File: config.mk
export PLATFORM = sky130hd
export DESIGN_NAME = fisr_fmul
export DESIGN_NICKNAME = d
export VERILOG_FILES = /design/src/hw/rtl/fisr_pkg.sv /design/src/hw/rtl/fisr_fmul.sv
export SDC_FILE = /design/constraint.sdc
export NUM_CORES = 2
export LEC_CHECK = 0
export BUFFER_PORTS_ARGS = -buffer_cell sky130_fd_sc_hd__buf_2
export CELL_PAD_IN_SITES_DETAIL_PLACEMENT = 0
export CELL_PAD_IN_SITES_GLOBAL_PLACEMENT = 1
export CORE_MARGIN = 4
export CORE_UTILIZATION = 40
export DETAILED_ROUTE_END_ITERATION = 10
export PLACE_DENSITY = 0.73
export SYNTH_ARGS = -nofsm -noshare
export SYNTH_HDL_FRONTEND = slang
export SYNTH_SLANG_ARGS = --single-unit
File: constraint.sdc
create_clock -name clk -period 18 [get_ports clk]
set_input_delay 3.6 -clock clk [delete_from_list [all_inputs] [get_ports clk]]
set_output_delay 3.6 -clock clk [all_outputs]
set_load 0.05 [all_outputs]
File: src/hw/rtl/fisr_pkg.sv
// Package for the fast inverse square root block: binary32 constants and the
// shared normalize/round helpers used by the floating-point units.
// No dependencies.
package fisr_pkg;

	localparam logic [31:0] MAGIC_SEED       = 32'h5f3759df;
	localparam logic [31:0] CANON_NAN        = 32'h7fc00000;
	localparam logic [31:0] F_HALF           = 32'h3f000000;
	localparam logic [31:0] F_ONE_HALF       = 32'h3fc00000;
	localparam logic [30:0] MAG_INF          = 31'h7f800000;
	localparam int          NEWTON_STEPS_DEF = 3;

	// Leading zero count of a 48-bit word; 48 when the word is zero.
	function automatic logic [5:0] lzc48(input logic [47:0] p);
		logic [5:0] n;
		n = 6'd48;
		for (int i = 0; i < 48; i++) begin
			if (p[i]) n = 6'(47 - i);
		end
		return n;
	endfunction

	// Round a nonzero 48-bit magnitude to binary32 (magnitude bits only).
	// The leading one sits at bit 47-lz; e is the biased exponent it stands for.
	function automatic logic [30:0] fp_round(input logic [47:0] p, input logic [5:0] lz,
			input logic signed [10:0] e);
		logic [47:0]        s;
		logic signed [10:0] l;
		logic [10:0]        r;
		logic               lost;
		logic [7:0]         ef;
		logic               inc;
		logic [30:0]        res;
		s    = p;
		lost = 1'b0;
		ef   = 8'd0;
		r    = 11'd0;
		l    = $signed({5'd0, lz}) + e - 11'sd1;
		if (e >= 11'sd255) begin
			res = MAG_INF;
		end else begin
			if (e >= 11'sd1) begin
				s  = p << lz;
				ef = e[7:0];
			end else if (l >= 11'sd0) begin
				s = p << l[5:0];
			end else begin
				r = 11'(-l);
				if (r >= 11'd48) begin
					s    = 48'd0;
					lost = |p;
				end else begin
					s    = p >> r[5:0];
					lost = ((s << r[5:0]) != p);
				end
			end
			inc = s[23] & ((|s[22:0]) | lost | s[24]);
			// carry out of the fraction moves into the exponent field
			res = {ef, s[46:24]} + {30'd0, inc};
		end
		return res;
	endfunction

endpackage

File: src/hw/rtl/fisr_fmul.sv
// Three-stage binary32 multiplier (round to nearest even, subnormals kept)
// with a sideband word carried alongside. Depends on fisr_pkg.
module fisr_fmul #(
	parameter int SIDE_W = 32
) (
	input  logic              clk,
	input  logic              arst_n,
	input  logic              in_valid,
	input  logic [31:0]       a,
	input  logic [31:0]       b,
	input  logic [SIDE_W-1:0] side_in,
	output logic              out_valid,
	output logic [31:0]       z,
	output logic [SIDE_W-1:0] side_out
);
	import fisr_pkg::*;

	logic a_nan, b_nan, a_inf, b_inf, a_zero, b_zero;
	logic [23:0] ma, mb;
	logic [7:0] ea, eb;

	assign a_nan  = (a[30:23] == 8'hff) && (|a[22:0]);
	assign b_nan  = (b[30:23] == 8'hff) && (|b[22:0]);
	assign a_inf  = (a[30:23] == 8'hff) && !(|a[22:0]);
	assign b_inf  = (b[30:23] == 8'hff) && !(|b[22:0]);
	assign a_zero = (a[30:0] == 31'd0);
	assign b_zero = (b[30:0] == 31'd0);
	assign ma     = {(a[30:23] != 8'd0), a[22:0]};
	assign mb     = {(b[30:23] != 8'd0), b[22:0]};
	assign ea     = (a[30:23] == 8'd0) ? 8'd1 : a[30:23];
	assign eb     = (b[30:23] == 8'd0) ? 8'd1 : b[30:23];

	logic v_s1, v_s2, v_s3;
	logic [47:0] p_s1, p_s2;
	logic signed [10:0] x_s1, e_s2;
	logic [5:0] lz_s2;
	logic sg_s1, sg_s2, nan_s1, nan_s2, inf_s1, inf_s2, zro_s1, zro_s2;
	logic [SIDE_W-1:0] sd_s1, sd_s2, sd_s3;
	logic [31:0] z_s3;
	logic [5:0] lz_w;

	assign lz_w = lzc48(p_s1);

	always_ff @(posedge clk or negedge arst_n) begin
		if (!arst_n) begin
			v_s1 <= 1'b0;
			v_s2 <= 1'b0;
			v_s3 <= 1'b0;
		end else begin
			v_s1 <= in_valid;
			v_s2 <= v_s1;
			v_s3 <= v_s2;
		end
	end

	always_ff @(posedge clk) begin
		p_s1   <= ma * mb;
		x_s1   <= $signed({3'd0, ea}) + $signed({3'd0, eb}) - 11'sd127;
		sg_s1  <= a[31] ^ b[31];
		nan_s1 <= a_nan | b_nan | (a_inf & b_zero) | (b_inf & a_zero);
		inf_s1 <= a_inf | b_inf;
		zro_s1 <= a_zero | b_zero;
		sd_s1  <= side_in;

		p_s2   <= p_s1;
		lz_s2  <= lz_w;
		e_s2   <= x_s1 + 11'sd1 - $signed({5'd0, lz_w});
		sg_s2  <= sg_s1;
		nan_s2 <= nan_s1;
		inf_s2 <= inf_s1;
		zro_s2 <= zro_s1;
		sd_s2  <= sd_s1;

		if (nan_s2) z_s3 <= CANON_NAN;
		else if (inf_s2) z_s3 <= {sg_s2, MAG_INF};
		else if (zro_s2) z_s3 <= {sg_s2, 31'd0};
		else z_s3 <= {sg_s2, fp_round(p_s2, lz_s2, e_s2)};
		sd_s3 <= sd_s2;
	end

	assign out_valid = v_s3;
	assign z         = z_s3;
	assign side_out  = sd_s3;

endmodule

==> flow_metrics.tcl <==
set metrics [dict create \
    rsz0062_at_grt "no" \
    hpwl_um 109000 \
    grt_pass1_wl_um 217000 \
    clk_pin_slew_ns 0.06 \
    yosysTopAreaCell "fa_1" \
    synth_top_cell_area_share 0.241 \
    drive_above_1_share 0.126 \
    multi_input_area_um2 31500 \
    synthCells 4541 \
    drt-initial-drc-count 3663 \
    core_area_um2 100000 \
    antenna_found_initial 2 \
    critPathArrivalTime_ns 11.45 \
    worstSetupPathType "in -> reg" \
    drc_errors 0 \
    yosysUniqueCellTypes 116 \
    synth_nets 5353 \
    min-delay-path-class "reg -> reg" \
    ys_top_cells_by_count "607 x nand2_1, 580 x inv_1, 485 x fa_1, 267 x nor2_1, 259 x dfxtp_1" \
    synth_seq_cells 262 \
    ys.flop_type "dfxtp_1" \
    end_kind "flop" \
    final_nets 5274 \
    die_y_um 325 \
    antenna_left 0 \
    crit-reg2reg-launch "lz_s2[3]$_DFF_P_" \
    slowest_stage "fa_1" \
    wire_per_inst_um 24.7 \
    min_from "sd_s1[0]$_DFF_P_" \
    clock_latency_ns 0.57 \
    die_w_um 325 \
    period_minus_slack_ns 10.97 \
    skew_ns 0.0256 \
    num_rows 116 \
    final.setup.tns_ns 0 \
    path_buf_inv 6 \
    ys_seq_area_frac 0.131 \
    reg2regPathDepth 19 \
    pin_count 164 \
    vias_per_cell 5.98 \
    syn2layout_area_growth_pct 5.95 \
    clock_sinks 262 \
    cts_tree "yes" \
    dr.pass1.iters 6 \
    crit_top_cell "fa_1" \
    syn_area_um2 40300 \
    max_slew_margin 0.198 \
    cts-root-buf "clkbuf_16" \
    crit_path_start_kind "primary input" \
    overflow 0 \
    required_ns 18.48 \
    synth_area_leaders "fa_1 24%, dfxtp_1 13%, mux4_2 9.0%" \
    gp_congestion 1.00 \
    routed_wl_um 143000 \
    dieArea_um2 106000 \
    ctsHtreeMaxLevel 1 \
    routed-via-count 34600 \
    min_period_over_period 0.609 \
    fmax_mhz 91.2 \
    r2r_end "z[0]$_SDFF_PP0_" \
    crit_family "adder cells" \
    slew_violations 0 \
    synthArstFlopShare 0.0115 \
    setup_viol 0 \
    cts_resized 0 \
    clockBufferDepth 3 \
    reg2reg_setup_slack_ns 8.15 \
    min_delay_path_depth 0 \
    yosys_warnings 0 \
    portBuffers 163 \
    worst_pin_slew_ns 1.20 \
    yosysMostFrequentCell "nand2_1" \
    max_stage_delay_ns 0.56 \
    post_cts_buffers 0 \
    syn-mean-instance-area_um2 8.88 \
    seqCellArea_um2 5270 \
    grtUsageTotal 0.263 \
    numCtsBuffers 25 \
    max_cap_viol_count 0 \
    n_antenna_cell 0 \
    synth_edf_count 0 \
    initial_core_util 0.403 \
    holdPathEnd "sd_s2[0]$_DFF_P_" \
    fillers 10000 \
    status "completed" \
    worst-path-max-fanout 25 \
    hold_buffers 0 \
    finalHoldViolations 0 \
    grt_max_degree 134 \
    grt_pass1_vias 34000 \
]
[cell type report]
class | count | share of cell area
Multi-Input combinational cell | 3366 | 0.738
Sequential cell | 262 | 0.123
Inverter | 585 | 0.0514
Tap cell | 1298 | 0.0380
Timing Repair Buffer | 222 | 0.0298
Clock buffer | 32 | 0.0160
Clock inverter | 14 | 0.00384
[worst reg2reg max path, stage by stage (launching register included)]
cell	delay, ns
dfxtp_2	1.01
clkinv_1	1.10
ha_1	0.65
inv_1	0.05
ha_1	0.50
xor2_4	0.25
buf_4	0.31
xnor2_4	0.54
buf_4	0.77
mux2i_2	0.89
nand2_1	0.23
mux2i_4	0.43
o221ai_1	0.19
a22oi_1	0.74
nand3_1	0.18
and4_1	0.27
a2111oi_0	0.52
nand4b_1	0.20
a2111oi_0	0.43
a31oi_1	0.36
[stage by stage]
| stage | util | area, um^2 | worst slack, ns | cells | hold WS [ns] |
|---|---|---|---|---|---|
| floorplan | - | 40300 | 7.48 | 4541 | 0.310 |
| global placement | 0.419 | 41900 | 6.72 | 5733 | 0.310 |
| detailed placement | 0.419 | 41900 | 6.56 | 5733 | 0.312 |
| CTS | 0.427 | 42700 | 7.11 | 5779 | 0.317 |
| global route | 0.427 | 42700 | 6.36 | 5779 | 0.325 |
| finish | 0.427 | 42700 | 7.03 | 5779 | 0.317 |
[how the worst max path moves through the flow]
stage               startpoint               end  cells past startpoint
finish                    b[9]  p_s1[47]$_DFF_P_                     28
global route              b[9]  p_s1[47]$_DFF_P_                     28
CTS                       b[9]  p_s1[47]$_DFF_P_                     28
detailed placement       a[10]  p_s1[47]$_DFF_P_                     28
global placement         a[18]  p_s1[47]$_DFF_P_                     26
floorplan                 b[3]  p_s1[47]$_DFF_P_                     28
[layer usage]
layer	vias up	part of all wire	global-route usage
met5	-	0	0
met4	0	0.042	0.0945
met3	318	0.090	0.0490
met2	1792	0.45	0.417
li1	15200	-	-
met1	17200	0.42	0.361
[state kept, by name, summed over array words and instances, names as in the netlist, 10 cells and up]
register  flops
sd_s2        32
side_out     32
sd_s1        32
z            32
x_s1         10
p_s2         48
e_s2         11
p_s1         48
[placed cells by master (no fill, tap or decap), types with 58 or more instances in the layout]
cell / count
nand2_1: 607
inv_1: 580
fa_1: 484
nor2_1: 267
dfxtp_1: 256
ha_1: 225
and2_1: 220
buf_2: 163
mux4_2: 161
a21oi_1: 160
mux2i_1: 152
o21ai_0: 121
nand3_1: 72
nor3_1: 63
mux2_2: 62
xnor2_1: 61
buf_4: 58
[kinds of logic (layout without fill, tap and decap cells)]
kind of cell,count (synthesis),after routing,synth area share
DFF,262,262,0.131
and+or+nand+nor,1435,1435,0.167
muxes,387,387,0.150
buffers and inverters,913,853,0.0907
xor gates and xnor gates,89,89,0.0212
adders and majority gates,713,713,0.312
AOI/OAI and AO/OA,742,742,0.128
Power is not shown: default switching activity piles up to over one toggle a cycle in this logic, so the estimate is an artifact.
